--- src/hdl/assert_macros.svh ---
// Assertion macros shared by the fast-packet segmenter modules.
`ifndef ASSERT_MACROS_SVH
`define ASSERT_MACROS_SVH

// Check that a condition holds at every clock edge outside reset.
`define FPS_ASSERT_ALWAYS(lbl, clk_s, rstn_s, cond, msg) \
  lbl: assert property (@(posedge clk_s) disable iff (!rstn_s) (cond)) else $error(msg);

// Check that a trigger in one cycle implies a condition in the next one.
`define FPS_ASSERT_NEXT(lbl, clk_s, rstn_s, trig, cond, msg) \
  lbl: assert property (@(posedge clk_s) disable iff (!rstn_s) (trig) |=> (cond)) \
    else $error(msg);

`endif

--- src/hdl/fps_pkg.sv ---
// Shared types and constants of the fast-packet segmenter.
`timescale 1ns / 1ps
`default_nettype none
package fps_pkg;

  localparam int FRAME_SLOTS         = 7;
  localparam int FIRST_FRAME_PAYLOAD = 6;
  localparam int LATER_FRAME_PAYLOAD = 7;
  localparam int MAX_MESSAGE_BYTES   = 223;
  localparam int QUEUE_DEPTH         = 4;

  localparam logic [3:0] FULL_LENGTH_CODE = 4'd8;

  typedef logic [7:0] byte_t;

  typedef struct packed {
    logic [7:0]              seq;
    logic                    first;
    logic [7:0]              length;
    logic [FRAME_SLOTS-1:0][7:0] data;
    logic [2:0]              fill;
    logic                    last;
  } frame_rec_t;

endpackage
`default_nettype wire

--- src/hdl/fast_packet_segmenter.sv ---
// Top level of the fast-packet segmenter.
`timescale 1ns / 1ps
`default_nettype none
// Takes one payload byte per beat and cuts each message into fast-packet CAN
// frames: a first frame with the sequence byte, the length byte and six payload
// bytes (length code 8), then frames of the sequence byte and up to seven bytes.
// The message length is sampled on the first byte of a message (0 reads as 1,
// values above MAX_MESSAGE_BYTES saturate). One byte is accepted every cycle
// while in_full is low; the byte that completes a frame writes the frame into
// the queue, and the frame moves on to the output register when it is free. A
// QUEUE_DEPTH-entry frame queue sits between front end and output register, and
// in_full rises only when that queue is full because results are not popped.
module fast_packet_segmenter #(
  parameter int MAX_MESSAGE_BYTES = fps_pkg::MAX_MESSAGE_BYTES,
  parameter int QUEUE_DEPTH       = fps_pkg::QUEUE_DEPTH
) (
  input  wire logic       clk,
  input  wire logic       rst_n,
  input  wire logic       in_push,
  output logic            in_full,
  input  wire logic [7:0] in_payload_byte,
  input  wire logic [7:0] in_message_length,
  output logic            out_empty,
  input  wire logic       out_pop,
  output logic [7:0]      out_frame_byte_0,
  output logic [7:0]      out_frame_byte_1,
  output logic [7:0]      out_frame_byte_2,
  output logic [7:0]      out_frame_byte_3,
  output logic [7:0]      out_frame_byte_4,
  output logic [7:0]      out_frame_byte_5,
  output logic [7:0]      out_frame_byte_6,
  output logic [7:0]      out_frame_byte_7,
  output logic [3:0]      out_frame_length,
  output logic            out_last_frame
);

  logic                in_accept;
  logic                rec_push;
  fps_pkg::frame_rec_t rec;
  logic                q_full;
  logic                q_empty;
  logic                q_pop;
  fps_pkg::frame_rec_t q_rec;

  assign in_full   = q_full;
  assign in_accept = in_push && !q_full;

  fps_front #(
    .MAX_MESSAGE_BYTES(MAX_MESSAGE_BYTES)
  ) u_front (
    .clk           (clk),
    .rst_n         (rst_n),
    .in_valid      (in_accept),
    .payload_byte  (in_payload_byte),
    .message_length(in_message_length),
    .rec_push      (rec_push),
    .rec           (rec)
  );

  fps_queue #(
    .DEPTH(QUEUE_DEPTH)
  ) u_queue (
    .clk     (clk),
    .rst_n   (rst_n),
    .push    (rec_push),
    .push_rec(rec),
    .full    (q_full),
    .pop     (q_pop),
    .pop_rec (q_rec),
    .empty   (q_empty)
  );

  fps_back u_back (
    .clk             (clk),
    .rst_n           (rst_n),
    .q_empty         (q_empty),
    .q_rec           (q_rec),
    .q_pop           (q_pop),
    .out_pop         (out_pop),
    .out_empty       (out_empty),
    .out_frame_byte_0(out_frame_byte_0),
    .out_frame_byte_1(out_frame_byte_1),
    .out_frame_byte_2(out_frame_byte_2),
    .out_frame_byte_3(out_frame_byte_3),
    .out_frame_byte_4(out_frame_byte_4),
    .out_frame_byte_5(out_frame_byte_5),
    .out_frame_byte_6(out_frame_byte_6),
    .out_frame_byte_7(out_frame_byte_7),
    .out_frame_length(out_frame_length),
    .out_last_frame  (out_last_frame)
  );

endmodule
`default_nettype wire

--- src/hdl/fps_front.sv ---
// Front end: take payload bytes, track message and frame position, cut frames.
`timescale 1ns / 1ps
`default_nettype none
`include "assert_macros.svh"
module fps_front #(
  parameter int MAX_MESSAGE_BYTES = fps_pkg::MAX_MESSAGE_BYTES
) (
  input  wire logic              clk,
  input  wire logic              rst_n,
  input  wire logic              in_valid,
  input  wire logic [7:0]        payload_byte,
  input  wire logic [7:0]        message_length,
  output logic                   rec_push,
  output fps_pkg::frame_rec_t    rec
);

  localparam logic [7:0] MAX_LEN   = 8'(MAX_MESSAGE_BYTES);
  localparam logic [2:0] CAP_FIRST = 3'(fps_pkg::FIRST_FRAME_PAYLOAD);
  localparam logic [2:0] CAP_LATER = 3'(fps_pkg::LATER_FRAME_PAYLOAD);

  logic [2:0] msg_id_r, msg_id_nxt;
  logic [4:0] frame_cnt_r, frame_cnt_nxt;
  logic [7:0] taken_r, taken_nxt;
  logic [7:0] len_r, len_nxt;
  logic [2:0] slot_r, slot_nxt;
  fps_pkg::byte_t buf_r [fps_pkg::FRAME_SLOTS];
  fps_pkg::byte_t buf_nxt [fps_pkg::FRAME_SLOTS];

  logic       start;
  logic [7:0] len_sat;
  logic [7:0] len_eff;
  logic [4:0] fcnt;
  logic [2:0] slot;
  logic [2:0] slot_inc;
  logic [7:0] taken_inc;
  logic       done;
  logic [2:0] cap;
  logic       emit;
  fps_pkg::byte_t fill_data [fps_pkg::FRAME_SLOTS];

  always_comb begin
    start = (taken_r == 8'd0);
    priority if (message_length == 8'd0) begin
      len_sat = 8'd1;
    end else if (message_length > MAX_LEN) begin
      len_sat = MAX_LEN;
    end else begin
      len_sat = message_length;
    end
    len_eff = start ? len_sat : len_r;
    fcnt    = start ? 5'd0 : frame_cnt_r;
    slot    = start ? 3'd0 : slot_r;
    for (int k = 0; k < fps_pkg::FRAME_SLOTS; k++) begin
      fill_data[k] = start ? 8'd0 : buf_r[k];
      if (slot == 3'(k)) begin
        fill_data[k] = payload_byte;
      end
    end
    slot_inc  = slot + 3'd1;
    taken_inc = taken_r + 8'd1;
    done      = (taken_inc >= len_eff);
    cap       = (fcnt == 5'd0) ? CAP_FIRST : CAP_LATER;
    emit      = (slot_inc >= cap) || done;
  end

  always_comb begin
    rec_push  = in_valid && emit;
    rec.seq   = {msg_id_r, fcnt};
    rec.first = (fcnt == 5'd0);
    rec.length = len_eff;
    for (int k = 0; k < fps_pkg::FRAME_SLOTS; k++) begin
      rec.data[k] = fill_data[k];
    end
    rec.fill = slot_inc;
    rec.last = done;
  end

  always_comb begin
    msg_id_nxt    = msg_id_r;
    frame_cnt_nxt = frame_cnt_r;
    taken_nxt     = taken_r;
    len_nxt       = len_r;
    slot_nxt      = slot_r;
    for (int k = 0; k < fps_pkg::FRAME_SLOTS; k++) begin
      buf_nxt[k] = buf_r[k];
    end
    if (in_valid) begin
      len_nxt = len_eff;
      if (emit) begin
        slot_nxt      = 3'd0;
        frame_cnt_nxt = fcnt + 5'd1;
        for (int k = 0; k < fps_pkg::FRAME_SLOTS; k++) begin
          buf_nxt[k] = 8'd0;
        end
        if (done) begin
          taken_nxt  = 8'd0;
          msg_id_nxt = msg_id_r + 3'd1;
        end else begin
          taken_nxt = taken_inc;
        end
      end else begin
        slot_nxt      = slot_inc;
        frame_cnt_nxt = fcnt;
        taken_nxt     = taken_inc;
        for (int k = 0; k < fps_pkg::FRAME_SLOTS; k++) begin
          buf_nxt[k] = fill_data[k];
        end
      end
    end
  end

  always_ff @(posedge clk) begin
    if (!rst_n) begin
      msg_id_r    <= 3'd0;
      frame_cnt_r <= 5'd0;
      taken_r     <= 8'd0;
      len_r       <= 8'd0;
      slot_r      <= 3'd0;
    end else begin
      msg_id_r    <= msg_id_nxt;
      frame_cnt_r <= frame_cnt_nxt;
      taken_r     <= taken_nxt;
      len_r       <= len_nxt;
      slot_r      <= slot_nxt;
    end
  end

  always_ff @(posedge clk) begin
    for (int k = 0; k < fps_pkg::FRAME_SLOTS; k++) begin
      buf_r[k] <= buf_nxt[k];
    end
  end

  `FPS_ASSERT_ALWAYS(a_idle_slot_zero, clk, rst_n, (taken_r != 8'd0) || (slot_r == 3'd0),
    "slot position left nonzero between messages")
  `FPS_ASSERT_ALWAYS(a_taken_below_len, clk, rst_n, taken_r < len_r || taken_r == 8'd0,
    "byte count reached message length without closing the message")
  `FPS_ASSERT_NEXT(a_id_advance, clk, rst_n, rec_push && rec.last,
    msg_id_r == 3'($past(msg_id_r) + 3'd1), "message id did not advance after last frame")

endmodule
`default_nettype wire

--- src/hdl/fps_queue.sv ---
// Short frame queue between the front end and the output stage.
`timescale 1ns / 1ps
`default_nettype none
`include "assert_macros.svh"
module fps_queue #(
  parameter int DEPTH = fps_pkg::QUEUE_DEPTH
) (
  input  wire logic                clk,
  input  wire logic                rst_n,
  input  wire logic                push,
  input  wire fps_pkg::frame_rec_t push_rec,
  output logic                     full,
  input  wire logic                pop,
  output fps_pkg::frame_rec_t      pop_rec,
  output logic                     empty
);

  localparam int AW = (DEPTH > 1) ? $clog2(DEPTH) : 1;
  localparam int CW = $clog2(DEPTH + 1);
  localparam logic [AW-1:0] LAST_PTR = AW'(DEPTH - 1);
  localparam logic [CW-1:0] DEPTH_CNT = CW'(DEPTH);

  fps_pkg::frame_rec_t mem_r [DEPTH];
  logic [AW-1:0] wr_ptr_r, wr_ptr_nxt;
  logic [AW-1:0] rd_ptr_r, rd_ptr_nxt;
  logic [CW-1:0] count_r, count_nxt;
  logic          do_push, do_pop;

  always_comb begin
    full    = (count_r == DEPTH_CNT);
    empty   = (count_r == '0);
    do_push = push && !full;
    do_pop  = pop && !empty;
    pop_rec = mem_r[rd_ptr_r];
    wr_ptr_nxt = wr_ptr_r;
    rd_ptr_nxt = rd_ptr_r;
    count_nxt  = count_r;
    if (do_push) begin
      wr_ptr_nxt = (wr_ptr_r == LAST_PTR) ? '0 : wr_ptr_r + AW'(1);
    end
    if (do_pop) begin
      rd_ptr_nxt = (rd_ptr_r == LAST_PTR) ? '0 : rd_ptr_r + AW'(1);
    end
    unique case ({do_push, do_pop})
      2'b10:   count_nxt = count_r + CW'(1);
      2'b01:   count_nxt = count_r - CW'(1);
      default: count_nxt = count_r;
    endcase
  end

  always_ff @(posedge clk) begin
    if (!rst_n) begin
      wr_ptr_r <= '0;
      rd_ptr_r <= '0;
      count_r  <= '0;
    end else begin
      wr_ptr_r <= wr_ptr_nxt;
      rd_ptr_r <= rd_ptr_nxt;
      count_r  <= count_nxt;
    end
  end

  always_ff @(posedge clk) begin
    if (do_push) begin
      mem_r[wr_ptr_r] <= push_rec;
    end
  end

  `FPS_ASSERT_ALWAYS(a_count_bound, clk, rst_n, count_r <= DEPTH_CNT,
    "frame queue count beyond depth")
  `FPS_ASSERT_NEXT(a_push_lands, clk, rst_n, push && !full && !pop, !empty,
    "frame queue empty after a push")

endmodule
`default_nettype wire

--- src/hdl/fps_back.sv ---
// Output stage: lay out queued frames as CAN data bytes and hold them for the consumer.
`timescale 1ns / 1ps
`default_nettype none
module fps_back (
  input  wire logic                clk,
  input  wire logic                rst_n,
  input  wire logic                q_empty,
  input  wire fps_pkg::frame_rec_t q_rec,
  output logic                     q_pop,
  input  wire logic                out_pop,
  output logic                     out_empty,
  output logic [7:0]               out_frame_byte_0,
  output logic [7:0]               out_frame_byte_1,
  output logic [7:0]               out_frame_byte_2,
  output logic [7:0]               out_frame_byte_3,
  output logic [7:0]               out_frame_byte_4,
  output logic [7:0]               out_frame_byte_5,
  output logic [7:0]               out_frame_byte_6,
  output logic [7:0]               out_frame_byte_7,
  output logic [3:0]               out_frame_length,
  output logic                     out_last_frame
);

  logic       valid_r, valid_nxt;
  logic [7:0] byte_r [8];
  logic [3:0] flen_r;
  logic       last_r;
  logic [7:0] byte_f [8];
  logic [3:0] flen_f;

  always_comb begin
    byte_f[0] = q_rec.seq;
    if (q_rec.first) begin
      byte_f[1] = q_rec.length;
      for (int k = 0; k < 6; k++) begin
        byte_f[2 + k] = q_rec.data[k];
      end
      flen_f = fps_pkg::FULL_LENGTH_CODE;
    end else begin
      for (int k = 0; k < 7; k++) begin
        byte_f[1 + k] = q_rec.data[k];
      end
      flen_f = {1'b0, q_rec.fill} + 4'd1;
    end
  end

  always_comb begin
    q_pop     = !q_empty && (!valid_r || out_pop);
    valid_nxt = q_pop || (valid_r && !out_pop);
  end

  always_ff @(posedge clk) begin
    if (!rst_n) begin
      valid_r <= 1'b0;
    end else begin
      valid_r <= valid_nxt;
    end
  end

  always_ff @(posedge clk) begin
    if (q_pop) begin
      for (int k = 0; k < 8; k++) begin
        byte_r[k] <= byte_f[k];
      end
      flen_r <= flen_f;
      last_r <= q_rec.last;
    end
  end

  assign out_empty        = !valid_r;
  assign out_frame_byte_0 = byte_r[0];
  assign out_frame_byte_1 = byte_r[1];
  assign out_frame_byte_2 = byte_r[2];
  assign out_frame_byte_3 = byte_r[3];
  assign out_frame_byte_4 = byte_r[4];
  assign out_frame_byte_5 = byte_r[5];
  assign out_frame_byte_6 = byte_r[6];
  assign out_frame_byte_7 = byte_r[7];
  assign out_frame_length = flen_r;
  assign out_last_frame   = last_r;

endmodule
`default_nettype wire

--- config.mk ---
export PLATFORM = sky130hd
export DESIGN_NAME = fast_packet_segmenter
export DESIGN_NICKNAME = d
export VERILOG_FILES = /design/src/hdl/fps_pkg.sv /design/src/hdl/fast_packet_segmenter.sv /design/src/hdl/fps_front.sv /design/src/hdl/fps_queue.sv /design/src/hdl/fps_back.sv
export VERILOG_INCLUDE_DIRS = /design/src /design/src/hdl
export SDC_FILE = /design/constraint.sdc
export NUM_CORES = 1
export LEC_CHECK = 0
export BUFFER_PORTS_ARGS = -buffer_cell sky130_fd_sc_hd__buf_2
export CORE_MARGIN = 2
export CORE_UTILIZATION = 45
export CTS_CLUSTER_DIAMETER = 120
export CTS_CLUSTER_SIZE = 40
export DETAILED_ROUTE_END_ITERATION = 6
export PLACE_DENSITY = 0.7
export SETUP_SLACK_MARGIN = 0.2
export SLEW_MARGIN = 0
export SYNTH_ARGS = -nofsm -noshare
export SYNTH_HDL_FRONTEND = slang
export SYNTH_SLANG_ARGS = --single-unit
--- constraint.sdc ---
create_clock -name clk -period 7.3 [get_ports clk]
set_clock_uncertainty 0.15 [all_clocks]
set_input_delay 1.095 -clock clk [delete_from_list [all_inputs] [get_ports clk]]
set_output_delay 1.095 -clock clk [all_outputs]
set_load 0.005 [all_outputs]
==> impl_metrics.yaml <==
synth:
  synthFlopType: "edfxtp_1"
  async_reset_ff_frac: 0
  synth_fp_nets: 1128
  post-synth-top-area-fraction: 0.683
  synth_warnings: 0
  synth.distinct_cells: 52
  synthesis.area_um2: 19000
  ys_ff_latch: 470
  syn_avg_cell_area_um2: 17.6
  synth_area_leaders: "edfxtp_1 68%, mux4_2 9.1%, dfxtp_1 3.9%"
  synth_edf_count: 433
  synthCells: 1081
  yosysSeqAreaShare: 0.722
  synth_top_cell_by_area: "edfxtp_1"
global_routing:
  grt_pass1_vias: 9460
  grt_antenna_before_repair: 3
  grt_overflow_total: 0
  grt_max_degree: 72
  grtUsageTotal: 0.169
  grt_pass1_wl_um: 57100
setup_path:
  reg2reg_depth: 14
  path_cells: "inv_1 > ha_1 > nor4b_4 > nand2_1 > buf_4 > nand2_1 > inv_1 > ha_1 > ha_1 > nand2b_1 > o221a_1 > a21bo_2 > and3_4 > buf_4"
  r2r-end: "u_queue.mem_r[2][63]"
  worstPathRequired_ns: 7.39
  rrSetupSlack_ns: 2.01
  slowest_delay_ns: 0.91
  end_kind: "register"
  critical_path.top_delay_family: "simple AND/OR/NAND/NOR gates"
  crit_type: "register to register"
  rr_startpoint: "u_front.taken_r[0]"
  cp.arrival_ns: 5.37
  crit_top_cell: "ha_1"
  critPathBufInv: 4
  cp-start-kind: "register"
  crit_slowest_cell: "and3_4"
  cp_max_fo: 55
job:
  drv_cap: 0
cells_and_area:
  multi_input_area_um2: 4970
  fin_nets: 1194
  fillers: 3463
  final_cell_mix: "433 x edfxtp_1, 90 x buf_2, 77 x mux4_2"
  drive_gt1_frac: 0.208
  syn_to_final_growth_pct: 8.01
  final_common_cell: "edfxtp_1"
  finish.utilization: 0.491
  register_area_um2: 13800
drt:
  wl_met1_um: 16400
  vias: 9511
  avgViaCountPerCell: 5.60
  wl_per_cell_um: 21.9
  firstDrtPassIters: 5
  route.detailed.drc: 0
  wl_met3_um: 1770
  drtIter0Drc: 833
  wl_met2_um: 18600
  maxUsedRoutingLayer: "met4"
  finalWirelength_um: 37200
  ant_nets: 0
floorplan:
  rows: 75
  dieArea_um2: 44000
  die_h_um: 210
  start_util: 0.455
  die_w_um: 210
  coreArea_um2: 41900
  io-pin-count: 91
clock_network:
  cts_setup_buffers: 0
  root_buffer: "clkbuf_16"
  ctsResizeCount: 0
  path_clk_slew_ns: 0.14
  postCtsHoldBufs: 0
  cts_buffer_depth: 3
  h-tree-depth: 1
  cts_tree: "built"
  clock-sinks: 470
  clkLatencyLatePin_ns: 0.56
  cts_made_buffers: 16
sta:
  final-hold-violation-count: 0
  slew_headroom: 0.299
  fin_crit_sh: 0.724
  worst_pin_slew_ns: 1.05
  drv_slew: 0
  fin_tns_setup_ns: 0
  rsz0062_at_grt: "no"
  setup_viol: 0
  period_needed_ns: 5.29
  clock.fmax_mhz: 189
hold_path:
  whs_endpoint: "u_front.slot_r[0]"
  holdPathStages: 2
  hp-class: "register to register"
  min_from: "u_front.slot_r[0]"
place:
  routabilityCongestion: 0.806
  portBuffers: 90
  dp_hpwl_um: 23600
power:
  leakage_nw: 6.99
  powerDensity_nw_per_um2: 317
  ir_worst_vdd_mv: 0.367
status:
  status: "finished, final reports clean"
[registers in the layout (all words and copies together), names as in the netlist, named ones only]
signal,count
u_queue.mem_r,308
u_back.byte_r,64
u_front.buf_r,56
u_front.len_r,8
u_front.taken_r,8
u_front.frame_cnt_r,5
u_back.out_frame_length,4
u_front.msg_id_r,3
u_front.slot_r,3
u_queue.count_r,3
u_queue.rd_ptr_r,2
u_queue.wr_ptr_r,2
u_back.out_last_frame,1
u_back.valid_r,1
[metrics by stage]
stage / power, W / std cells / setup slack [ns] / instance area, um2 / hold slack, ns
6_report: 0.00651 / 1698 / 2.01 / 20600 / 0.314
5_1_grt: 0.00681 / 1697 / 1.64 / 20600 / 0.324
4_1_cts: 0.00659 / 1696 / 1.97 / 20600 / 0.317
3_5_place_dp: 0.00537 / 1668 / 2.01 / 20100 / 0.297
3_3_place_gp: 0.00533 / 1668 / 2.20 / 20100 / 0.297
2_1_floorplan: 0.00478 / 1081 / 1.08 / 19000 / 0.282
[worst reg2reg max path, delay by kind of cell, from the launching register on]
kind / cells / cell delay (ns)
buf+inv: 4 / 0.94
simple gates: 5 / 1.89
flops: 1 / 0.38
compound gates: 2 / 0.94
fa+ha+maj: 3 / 0.66
[synth_stat cells, types with 2 or more instances]
master,instances
or4_1,2
nand3_1,16
and2_1,38
o211ai_1,3
o21a_1,4
or3_1,10
dfxtp_1,37
mux2i_1,31
buf_4,7
a21oi_2,3
o21ai_0,12
mux2_1,42
inv_1,24
mux2_2,14
nor2b_1,3
mux4_2,77
nor4_1,3
a21oi_1,30
ha_1,26
xnor2_1,5
clkbuf_1,23
buf_1,3
nor3_1,29
o21ai_1,7
a21boi_2,4
nand2b_1,3
o22ai_1,5
buf_2,24
edfxtp_1,433
nor2_1,41
nand2_1,66
a21boi_0,5
and3_1,6
a22o_1,24
xor2_1,4
[area by class of cell]
cell class                 instances  share of cell area
antenna                            2            0.000243
clock buffer                      24              0.0220
clock inverter                     4             0.00262
inverter                          24             0.00438
multi-input combinational        529               0.242
sequential                       470               0.669
tap                              539              0.0328
timing repair buffer             106              0.0277
[metal layers]
layer / global-route usage / vias up
met5: 0 / -
met4: 0.0328 / 0
met3: 0.0172 / 34
met2: 0.283 / 231
met1: 0.244 / 4919
li1: - / 4327
[worst max-delay path by stage]
stage / end / start / cells past startpoint
2_1_floorplan: u_queue.count_r[2] / out_pop / 7
3_3_place_gp: u_queue.mem_r[2][11] / in_message_length[7] / 12
3_5_place_dp: u_queue.mem_r[2][10] / u_front.taken_r[0] / 14
4_1_cts: u_queue.mem_r[2][63] / u_front.taken_r[0] / 14
5_1_grt: u_queue.mem_r[2][63] / u_front.taken_r[0] / 14
6_report: u_queue.mem_r[2][63] / u_front.taken_r[0] / 14
[power by group]
group	switching [W]	internal [W]
combinational	0.000941	0.000641
clock	0.000784	0.000459
sequential	0.000164	0.00352
[cell families (layout without fill, tap and decap cells)]
family                     Yosys count  count (layout)  synth area share
other                                0               2                 0
adders and majority gates           27              27            0.0181
buffers and inverters               82             158            0.0195
DFF                                470             470             0.722
xor gates and xnor gates             9               9           0.00414
muxes                              164             164             0.141
and+or+nand+nor                    223             223            0.0576
AOI/OAI and AO/OA                  106             106            0.0381
Note: power is estimated with default switching activity, not from simulation.
